### src/rtl/ddwsp_pkg.sv
`timescale 1ns / 1ps
// ----------------------------------------------------------------------------
// ddwsp_pkg
// Shared constants and register codes for the differential-drive wheel speed
// PID controller.
// ----------------------------------------------------------------------------
package ddwsp_pkg;

    localparam int TICK_BITS_DEF = 10;
    localparam int GAIN_W        = 16;
    localparam int CMD_W         = 9;
    localparam int MAG_W         = 10;
    localparam int DRIVE_W       = 8;
    localparam int INTEG_W       = 16;
    localparam int CFG_IDX_W     = 2;

    localparam logic [CFG_IDX_W-1:0] CFG_PROP_GAIN  = 2'd0;
    localparam logic [CFG_IDX_W-1:0] CFG_INTEG_GAIN = 2'd1;
    localparam logic [CFG_IDX_W-1:0] CFG_DERIV_GAIN = 2'd2;

    localparam logic [GAIN_W-1:0]  PROP_GAIN_RST  = 16'd256;
    localparam logic [GAIN_W-1:0]  INTEG_GAIN_RST = 16'd0;
    localparam logic [GAIN_W-1:0]  DERIV_GAIN_RST = 16'd0;

    localparam int DRIVE_MIN_I = 40;
    localparam int DRIVE_MAX_I = 250;
    localparam int INTEG_MAX_I = 255;

    localparam logic [DRIVE_W-1:0] DRIVE_MIN  = DRIVE_W'(DRIVE_MIN_I);
    localparam logic [DRIVE_W-1:0] DRIVE_MAX  = DRIVE_W'(DRIVE_MAX_I);
    localparam logic [INTEG_W-1:0] INTEG_TOP  = INTEG_W'(INTEG_MAX_I * 256);
    localparam logic [INTEG_W-1:0] DRIVE_LO_Q = INTEG_W'(DRIVE_MIN_I * 256);
    localparam logic [INTEG_W-1:0] DRIVE_HI_Q = INTEG_W'((DRIVE_MAX_I + 1) * 256);

endpackage

### src/rtl/ddwsp_if.sv
`timescale 1ns / 1ps
// ----------------------------------------------------------------------------
// ddwsp_if
// Valid/ready channels of the wheel speed PID: command beats, drive beats
// and gain register writes.
// ----------------------------------------------------------------------------
interface ddwsp_in_if #(
    parameter int TICK_BITS = ddwsp_pkg::TICK_BITS_DEF
);
    logic                                valid;
    logic                                ready;
    logic signed [ddwsp_pkg::CMD_W-1:0]  cmd_speed;
    logic signed [ddwsp_pkg::CMD_W-1:0]  cmd_turn;
    logic        [TICK_BITS-1:0]         ticks_left;
    logic        [TICK_BITS-1:0]         ticks_right;

    modport source (output valid, cmd_speed, cmd_turn, ticks_left, ticks_right,
                    input ready);
    modport sink   (input valid, cmd_speed, cmd_turn, ticks_left, ticks_right,
                    output ready);
endinterface

interface ddwsp_out_if;
    logic                               valid;
    logic                               ready;
    logic [ddwsp_pkg::DRIVE_W-1:0]      drive_left;
    logic [ddwsp_pkg::DRIVE_W-1:0]      drive_right;
    logic                               reverse_left;
    logic                               reverse_right;

    modport source (output valid, drive_left, drive_right, reverse_left, reverse_right,
                    input ready);
    modport sink   (input valid, drive_left, drive_right, reverse_left, reverse_right,
                    output ready);
endinterface

interface ddwsp_cfg_if;
    logic                               valid;
    logic                               ready;
    logic [ddwsp_pkg::CFG_IDX_W-1:0]    index;
    logic [ddwsp_pkg::GAIN_W-1:0]       data;

    modport source (output valid, index, data, input ready);
    modport sink   (input valid, index, data, output ready);
endinterface

### src/rtl/diff_drive_wheel_speed_pid.sv
`timescale 1ns / 1ps
// ----------------------------------------------------------------------------
// diff_drive_wheel_speed_pid
// Two-wheel speed controller: per wheel PID with clamped integral and
// derivative on measurement, drive clamped to 40..250.
// ----------------------------------------------------------------------------
// Usage:
//   i_cfg  : gain writes (0 prop, 1 integ, 2 deriv, unsigned Q8.8); always
//            ready, write only while no command beat is in flight.
//   i_in   : one command beat per control cycle: speed, turn and the tick
//            counts of both wheels.
//   o_res  : one drive beat per command beat: drive levels and directions.
// Timing: a command beat passes the input register, then the result register,
//   before its drive beat is valid; a held result can keep it waiting in the
//   input register. Throughput: one beat per cycle while o_res.ready holds; the
//   PID arithmetic between the two registers (three 16-bit gain multiplies
//   per wheel and the integral clamp feeding the sum) sets the clock.
// Reset: gains go to prop 1.0, integ 0, deriv 0; integrals, last ticks and
//   directions clear; both stages empty.
// Stall: a held result keeps the input register full; one more beat is taken
//   while the result waits, then i_in.ready drops until o_res.ready returns.
// ----------------------------------------------------------------------------
module diff_drive_wheel_speed_pid #(
    parameter int TICK_BITS = ddwsp_pkg::TICK_BITS_DEF
) (
    input  logic            i_clk,
    input  logic            i_rst_n,
    ddwsp_cfg_if.sink       i_cfg,
    ddwsp_in_if.sink        i_in,
    ddwsp_out_if.source     o_res
);
    import ddwsp_pkg::*;

    localparam int BW = (TICK_BITS > MAG_W) ? TICK_BITS : MAG_W;
    localparam int EW = BW + 1;
    localparam int CW = TICK_BITS + 1;
    localparam int PW = EW + GAIN_W + 1;
    localparam int SW = PW + 2;

    logic [GAIN_W-1:0]          r_kp, r_ki, r_kd;

    logic                       r_s1_vld;
    logic signed [CMD_W-1:0]    r_speed, r_turn;
    logic [TICK_BITS-1:0]       r_ticks [2];

    logic [INTEG_W-1:0]         r_integ [2];
    logic [TICK_BITS-1:0]       r_last  [2];
    logic                       r_back  [2];

    logic                       r_out_vld;
    logic [DRIVE_W-1:0]         r_drive [2];

    logic                       adv;
    logic                       in_acc;

    logic signed [MAG_W-1:0]    c_target [2];
    logic [MAG_W-1:0]           c_mag    [2];
    logic                       n_back   [2];
    logic signed [EW-1:0]       c_err    [2];
    logic signed [CW-1:0]       c_chg    [2];
    logic signed [PW-1:0]       c_prop   [2];
    logic signed [PW-1:0]       c_int    [2];
    logic signed [PW-1:0]       c_der    [2];
    logic signed [SW-1:0]       c_ni     [2];
    logic [INTEG_W-1:0]         n_integ  [2];
    logic signed [SW-1:0]       c_sum    [2];
    logic [DRIVE_W-1:0]         n_drive  [2];

    assign adv         = r_s1_vld && (!r_out_vld || o_res.ready);
    assign i_in.ready  = !r_s1_vld || adv;
    assign in_acc      = i_in.valid && i_in.ready;
    assign i_cfg.ready = 1'b1;

    // gain registers
    always_ff @(posedge i_clk) begin
        if (!i_rst_n) begin
            r_kp <= PROP_GAIN_RST;
            r_ki <= INTEG_GAIN_RST;
            r_kd <= DERIV_GAIN_RST;
        end else if (i_cfg.valid) begin
            case (i_cfg.index)
                CFG_PROP_GAIN:  r_kp <= i_cfg.data;
                CFG_INTEG_GAIN: r_ki <= i_cfg.data;
                CFG_DERIV_GAIN: r_kd <= i_cfg.data;
                default: ;
            endcase
        end
    end

    // input stage
    always_ff @(posedge i_clk) begin
        if (!i_rst_n) begin
            r_s1_vld <= 1'b0;
        end else if (in_acc) begin
            r_s1_vld <= 1'b1;
        end else if (adv) begin
            r_s1_vld <= 1'b0;
        end
    end

    always_ff @(posedge i_clk) begin
        if (in_acc) begin
            r_speed    <= i_in.cmd_speed;
            r_turn     <= i_in.cmd_turn;
            r_ticks[0] <= i_in.ticks_left;
            r_ticks[1] <= i_in.ticks_right;
        end
    end

    // per wheel PID
    always_comb begin
        c_target[0] = MAG_W'($signed({r_speed[CMD_W-1], r_speed})
                      + $signed({r_turn[CMD_W-1], r_turn}));
        c_target[1] = MAG_W'($signed({r_speed[CMD_W-1], r_speed})
                      - $signed({r_turn[CMD_W-1], r_turn}));
        for (int w = 0; w < 2; w++) begin
            if (c_target[w][MAG_W-1]) begin
                n_back[w] = 1'b1;
                c_mag[w]  = MAG_W'(-c_target[w]);
            end else begin
                n_back[w] = (c_target[w] == '0) ? r_back[w] : 1'b0;
                c_mag[w]  = MAG_W'(c_target[w]);
            end

            c_err[w] = $signed({{(EW-MAG_W){1'b0}}, c_mag[w]})
                     - $signed({{(EW-TICK_BITS){1'b0}}, r_ticks[w]});
            c_chg[w] = $signed({1'b0, r_ticks[w]}) - $signed({1'b0, r_last[w]});

            c_prop[w] = $signed({1'b0, r_kp}) * c_err[w];
            c_int[w]  = $signed({1'b0, r_ki}) * c_err[w];
            c_der[w]  = $signed({1'b0, r_kd}) * c_chg[w];

            c_ni[w] = $signed({{(SW-PW){c_int[w][PW-1]}}, c_int[w]})
                    + $signed({{(SW-INTEG_W){1'b0}}, r_integ[w]});
            if (c_ni[w][SW-1]) begin
                n_integ[w] = '0;
            end else if (c_ni[w] > $signed({{(SW-INTEG_W){1'b0}}, INTEG_TOP})) begin
                n_integ[w] = INTEG_TOP;
            end else begin
                n_integ[w] = c_ni[w][INTEG_W-1:0];
            end

            c_sum[w] = $signed({{(SW-PW){c_prop[w][PW-1]}}, c_prop[w]})
                     + $signed({{(SW-INTEG_W){1'b0}}, n_integ[w]})
                     - $signed({{(SW-PW){c_der[w][PW-1]}}, c_der[w]});
            if (c_sum[w] < $signed({{(SW-INTEG_W){1'b0}}, DRIVE_LO_Q})) begin
                n_drive[w] = DRIVE_MIN;
            end else if (c_sum[w] >= $signed({{(SW-INTEG_W){1'b0}}, DRIVE_HI_Q})) begin
                n_drive[w] = DRIVE_MAX;
            end else begin
                n_drive[w] = c_sum[w][INTEG_W-1:INTEG_W-DRIVE_W];
            end
        end
    end

    // wheel state
    always_ff @(posedge i_clk) begin
        if (!i_rst_n) begin
            for (int w = 0; w < 2; w++) begin
                r_integ[w] <= '0;
                r_last[w]  <= '0;
                r_back[w]  <= 1'b0;
            end
        end else if (adv) begin
            for (int w = 0; w < 2; w++) begin
                r_integ[w] <= n_integ[w];
                r_last[w]  <= r_ticks[w];
                r_back[w]  <= n_back[w];
            end
        end
    end

    // result stage
    always_ff @(posedge i_clk) begin
        if (!i_rst_n) begin
            r_out_vld <= 1'b0;
        end else if (adv) begin
            r_out_vld <= 1'b1;
        end else if (o_res.ready) begin
            r_out_vld <= 1'b0;
        end
    end

    always_ff @(posedge i_clk) begin
        if (adv) begin
            r_drive[0] <= n_drive[0];
            r_drive[1] <= n_drive[1];
        end
    end

    assign o_res.valid         = r_out_vld;
    assign o_res.drive_left    = r_drive[0];
    assign o_res.drive_right   = r_drive[1];
    assign o_res.reverse_left  = r_back[0];
    assign o_res.reverse_right = r_back[1];

endmodule
### src/flat_wrapper.sv
// flat-port wrapper written by rule: the top's interface ports become plain ports
module diff_drive_wheel_speed_pid_flat import ddwsp_pkg::*;
#(
    parameter int TICK_BITS = ddwsp_pkg::TICK_BITS_DEF
)
  (i_clk, i_rst_n, i_cfg_valid, i_cfg_index, i_cfg_data, i_cfg_ready, i_in_valid, i_in_cmd_speed, i_in_cmd_turn, i_in_ticks_left, i_in_ticks_right, i_in_ready, o_res_valid, o_res_drive_left, o_res_drive_right, o_res_reverse_left, o_res_reverse_right, o_res_ready);
  ddwsp_cfg_if i_cfg_i ();
  ddwsp_in_if #(.TICK_BITS(TICK_BITS)) i_in_i ();
  ddwsp_out_if o_res_i ();
  input  logic i_clk;
  input  logic i_rst_n;
  input wire logic [$bits(i_cfg_i.valid)-1:0] i_cfg_valid;
  input wire logic [$bits(i_cfg_i.index)-1:0] i_cfg_index;
  input wire logic [$bits(i_cfg_i.data)-1:0] i_cfg_data;
  output wire logic [$bits(i_cfg_i.ready)-1:0] i_cfg_ready;
  input wire logic [$bits(i_in_i.valid)-1:0] i_in_valid;
  input wire logic [$bits(i_in_i.cmd_speed)-1:0] i_in_cmd_speed;
  input wire logic [$bits(i_in_i.cmd_turn)-1:0] i_in_cmd_turn;
  input wire logic [$bits(i_in_i.ticks_left)-1:0] i_in_ticks_left;
  input wire logic [$bits(i_in_i.ticks_right)-1:0] i_in_ticks_right;
  output wire logic [$bits(i_in_i.ready)-1:0] i_in_ready;
  output wire logic [$bits(o_res_i.valid)-1:0] o_res_valid;
  output wire logic [$bits(o_res_i.drive_left)-1:0] o_res_drive_left;
  output wire logic [$bits(o_res_i.drive_right)-1:0] o_res_drive_right;
  output wire logic [$bits(o_res_i.reverse_left)-1:0] o_res_reverse_left;
  output wire logic [$bits(o_res_i.reverse_right)-1:0] o_res_reverse_right;
  input wire logic [$bits(o_res_i.ready)-1:0] o_res_ready;
  assign i_cfg_i.valid = i_cfg_valid;
  assign i_cfg_i.index = i_cfg_index;
  assign i_cfg_i.data = i_cfg_data;
  assign i_cfg_ready = i_cfg_i.ready;
  assign i_in_i.valid = i_in_valid;
  assign i_in_i.cmd_speed = i_in_cmd_speed;
  assign i_in_i.cmd_turn = i_in_cmd_turn;
  assign i_in_i.ticks_left = i_in_ticks_left;
  assign i_in_i.ticks_right = i_in_ticks_right;
  assign i_in_ready = i_in_i.ready;
  assign o_res_valid = o_res_i.valid;
  assign o_res_drive_left = o_res_i.drive_left;
  assign o_res_drive_right = o_res_i.drive_right;
  assign o_res_reverse_left = o_res_i.reverse_left;
  assign o_res_reverse_right = o_res_i.reverse_right;
  assign o_res_i.ready = o_res_ready;
  diff_drive_wheel_speed_pid #(.TICK_BITS(TICK_BITS)) u_core (.i_clk(i_clk), .i_rst_n(i_rst_n), .i_cfg(i_cfg_i), .i_in(i_in_i), .o_res(o_res_i));
endmodule
### config.mk
export PLATFORM = sky130hd
export DESIGN_NAME = diff_drive_wheel_speed_pid_flat
export DESIGN_NICKNAME = d
export VERILOG_FILES = /design/src/rtl/ddwsp_pkg.sv /design/src/rtl/ddwsp_if.sv /design/src/rtl/diff_drive_wheel_speed_pid.sv /design/src/flat_wrapper.sv
export SDC_FILE = /design/constraint.sdc
export NUM_CORES = 2
export LEC_CHECK = 0
export BUFFER_PORTS_ARGS = -buffer_cell sky130_fd_sc_hd__clkbuf_2
export CAP_MARGIN = 25
export CORE_ASPECT_RATIO = 1.1
export CORE_MARGIN = 1
export CORE_UTILIZATION = 65
export CTS_CLUSTER_SIZE = 25
export DETAILED_ROUTE_END_ITERATION = 16
export GPL_ROUTABILITY_DRIVEN = 1
export PLACE_DENSITY = 0.79
export SLEW_MARGIN = 20
export SYNTH_ARGS = -nofsm -noshare
export SYNTH_HDL_FRONTEND = slang
export SYNTH_SLANG_ARGS = --single-unit
### constraint.sdc
create_clock -name i_clk -period 33.1 [get_ports i_clk]
set_clock_uncertainty 0.1 [all_clocks]
set_input_delay 6.62 -clock i_clk [delete_from_list [all_inputs] [get_ports i_clk]]
set_output_delay 6.62 -clock i_clk [all_outputs]
set_load 0.005 [all_outputs]
==> impl_metrics.csv <==
group,metric,value,unit
status,status,"completed",
drt,drt-met1-wl,47100,microns
die,coreArea,0.0723,sq mm
timing,finalHoldViolCount,0,
synth,synthFlopType,"edfxtp_1",
cells_and_area,layoutNonFillerInstCount,6318,
clocking,ctsRootBufferMaster,"clkbuf_16",
worst_setup_path,critPathLaunchType,"flip-flop",
synth,yosysTopAreaCellShare,39.0,%
clocking,cts_hold_buf,0,
timing,finalSetupTns,0,ns
grt,globalRouteOverflowTotal,0,
synth,synth_edf_count,108,
cells_and_area,syn_to_final_growth,4.31,%
clocking,clock-sinks,158,
clocking,clkLatencyLatePin,0.50,ns
worst_setup_path,critPathCaptureType,"flip-flop",
grt,grt_pass1_vias,39065,
drt,wl_met3,11600,microns
synth,synthArstFlopShare,0,%
drt,via_per_inst,5.84,
place,place.port_buffers,80,
timing,max-slew-margin-rel,22.2,%
clocking,cts_buffers,17,
worst_setup_path,crit_arrival,18.55,ns
synth,synth_nets,6929,
synth,yosys-top-cells-area,"fa_1 (39%), ha_1 (13%), inv_1 (10%)",
synth,synth-compound-area-share,7.13,%
clocking,cts.path.max_buffers,2,
timing,fmax,0.0543,GHz
hold_path,min_path_type,"flip-flop to flip-flop",
grt,grt_usage,35.0,%
timing,slew_violations,0,
worst_setup_path,r2r_cells,60,
drt,ant_nets,0,
run,cap_violations,0,
synth,synth_top_family_by_area,"adder cells",
drt,wire_per_inst,19.8,microns
timing,period_needed,18.42,ns
die,die_h,286,microns
cells_and_area,final_nets,6851,
die,initial_core_util,66.1,%
die,rows,103,
synth,syn-cell-area,0.0478,sq mm
synth,syn_avg_cell_area,8.79,sq um
hold_path,holdPathStages,2,
worst_setup_path,r2r_slack,14.68,ns
clocking,htreeDepth,4,
timing,rsz0062_at_grt,"no",
place,place_ws,14.95,ns
synth,synth.area.mux_share,0.343,%
place,gp_congestion,0.946,
place,dp_hpwl,98900,microns
grt,antenna_found_initial,1,
drt,dr.pass1.iters,6,
drt,wirelength,125000,microns
timing,layout_setup_ws,14.68,ns
clocking,cts_tree,"built",
synth,synth_largest_area_cell,"fa_1",
worst_setup_path,crit_required,33.23,ns
drt,drc_errors,0,
synth,synthXorXnorAreaFrac,2.00,%
grt,grt_max_degree,55,
die,die_x,261,microns
hold_path,holdPathEnd,"u_core.r_kd[1]",
place,dp_cells,6269,
worst_setup_path,path_max_fanout,20,
clocking,cts_resized,0,
hold_path,worstHoldStart,"u_core.r_kd[1]",
drt,drt-initial-drc-count,2938,
worst_setup_path,crit_top_cell,"fa_1",
clocking,post_cts_buffers,0,
timing,fin_crit_sh,55.6,%
synth,seq_area_frac_synth,8.88,%
worst_setup_path,cp_slowest_cell,"clkinv_1",
synth,ys_seq_elements,158,
cells_and_area,fillCellCount,5648,
worst_setup_path,crit_type,"flip-flop to flip-flop",
cells_and_area,drive_above_1_share,4.80,%
drt,top_layer_used,"met4",
die,die_area,0.0746,sq mm
drt,dr_total_vias,36873,
synth,syn_inst,5436,
synth,ys_types,79,
drt,route.met2.wl,60800,microns
synth,synth-simple-area-share,17.4,%
worst_setup_path,rr_endpoint,"u_core.r_drive[0][11]",
worst_setup_path,rr_startpoint,"u_core.r_turn[1]",
grt,grt_pass1_wl,202000,microns
clocking,path_clk_slew,0.07,ns
timing,setup_viol,0,
synth,yosysWarnings,0,
timing,holdWs,0.371,ns
worst_setup_path,cpPeakStageDelay,0.80,ns
synth,synthAdderAreaFrac,52.1,%
die,ioPinCount,82,
timing,tightest_slew,1.17,ns
[cell families after synthesis]
logic type	after synthesis
mux	16
buf+inv	1545
compound gates	512
other cells	1
flops	158
xor+xnor	109
fa+ha+maj	1432
simple gates	1663
[worst max path at each step]
stage	start	to	slack (ns)	depth (start not counted)
4_1_cts	u_core.r_turn[1]	u_core.r_drive[0][11]	14.91	60
3_3_place_gp	u_core.r_turn[1]	u_core.r_drive[0][11]	15.26	60
3_5_place_dp	u_core.r_turn[1]	u_core.r_drive[0][11]	14.95	60
5_1_grt	u_core.r_turn[1]	u_core.r_drive[0][11]	13.47	60
2_1_floorplan	u_core.r_turn[1]	u_core.r_drive[0][0]	16.99	66
6_report	u_core.r_turn[1]	u_core.r_drive[0][11]	14.68	60
[synth_stat cells (all sizes together) (6+ instances only)]
library cell and count:
inv 1288, fa 930, nor3b 10, a2111oi 11, o31ai 13, o21ai 99
dfxtp 50, nor4 18, xor2 45, o21bai 18, nor2 173, ha 502
o31a 10, o211ai 16, nand4 31, a21boi 63, a21o 40, o21a 17
a31o 7, xnor2 64, nand2 660, nand3b 7, and3 19, nor2b 64
a211oi 9, nor3 62, nand3 37, or3 23, or2 6, nor4b 7
a31oi 17, clkbuf 246, mux2i 13, o311ai 6, edfxtp 108, buf 10
a21oi 135, o21ba 8, and2 402, nand2b 123
[through the flow]
step	util, %	area [sq um]
after floorplan	-	47800
after global placement	67.7	49000
after detailed placement	67.9	49100
after CTS	68.6	49600
after global routing	69.0	49900
final	69.0	49900
[cells in the final DEF, fill, tap and decap left out, types with 16 or more instances in the layout]
master,n
inv_1,1288
fa_1,929
nand2_1,660
ha_1,502
and2_1,401
nor2_1,165
a21oi_1,135
nand2b_1,122
edfxtp_1,108
o21ai_0,98
clkbuf_2,81
nor2b_1,64
a21boi_0,63
nor3_1,62
buf_4,59
xnor2_1,56
dfxtp_1,49
a21o_1,40
xor2_1,40
nand3_1,37
nand4_1,31
or3_1,23
and3_1,19
o21bai_1,18
clkbuf_16,17
o21a_1,16
nor4_1,16
a31oi_1,16
o211ai_1,16
[registers in the layout, indices dropped and copies added, names as in the netlist]
name	flops
u_core.r_back	2
u_core.r_turn	9
u_core.r_integ	32
u_core.r_ki	16
u_core.r_last	20
u_core.r_drive	16
u_core.r_s1_vld	1
u_core.r_kd	16
u_core.o_res.valid	1
u_core.r_speed	9
u_core.r_ticks	20
u_core.r_kp	16
[cell type report]
cell class / instances / area (sq um) / share of cell area (%)
Tap cell: 945 / 1180 / 2.37
Multi-Input combinational cell: 3733 / 37900 / 76.0
Timing Repair Buffer: 159 / 1150 / 2.31
Sequential cell: 158 / 4250 / 8.52
Antenna cell: 2 / 5.00 / 0.0100
Clock buffer: 19 / 444 / 0.891
Clock inverter: 13 / 104 / 0.208
Inverter: 1289 / 4840 / 9.70
[layer usage]
layer  vias up  GRT usage (%)
li1      16329              -
met1     18503           43.9
met2      1683           59.1
met3       358           6.81
met4         0           14.7
met5         -          0.258
[worst max-delay path, delay by kind of cell, from the launching register on]
kind,cells,cell delay (ns)
flip-flops,1,0.45
AO/OA/AOI/OAI,25,6.05
XOR/XNOR,2,0.33
buffers and inverters,8,1.47
AND/OR/NAND/NOR,9,2.55
adder cells (fa/ha/maj),16,7.15
Power is left out: the tool's default activity adds up to more than one toggle a clock period on the data nets, which glitch-free logic cannot reach.
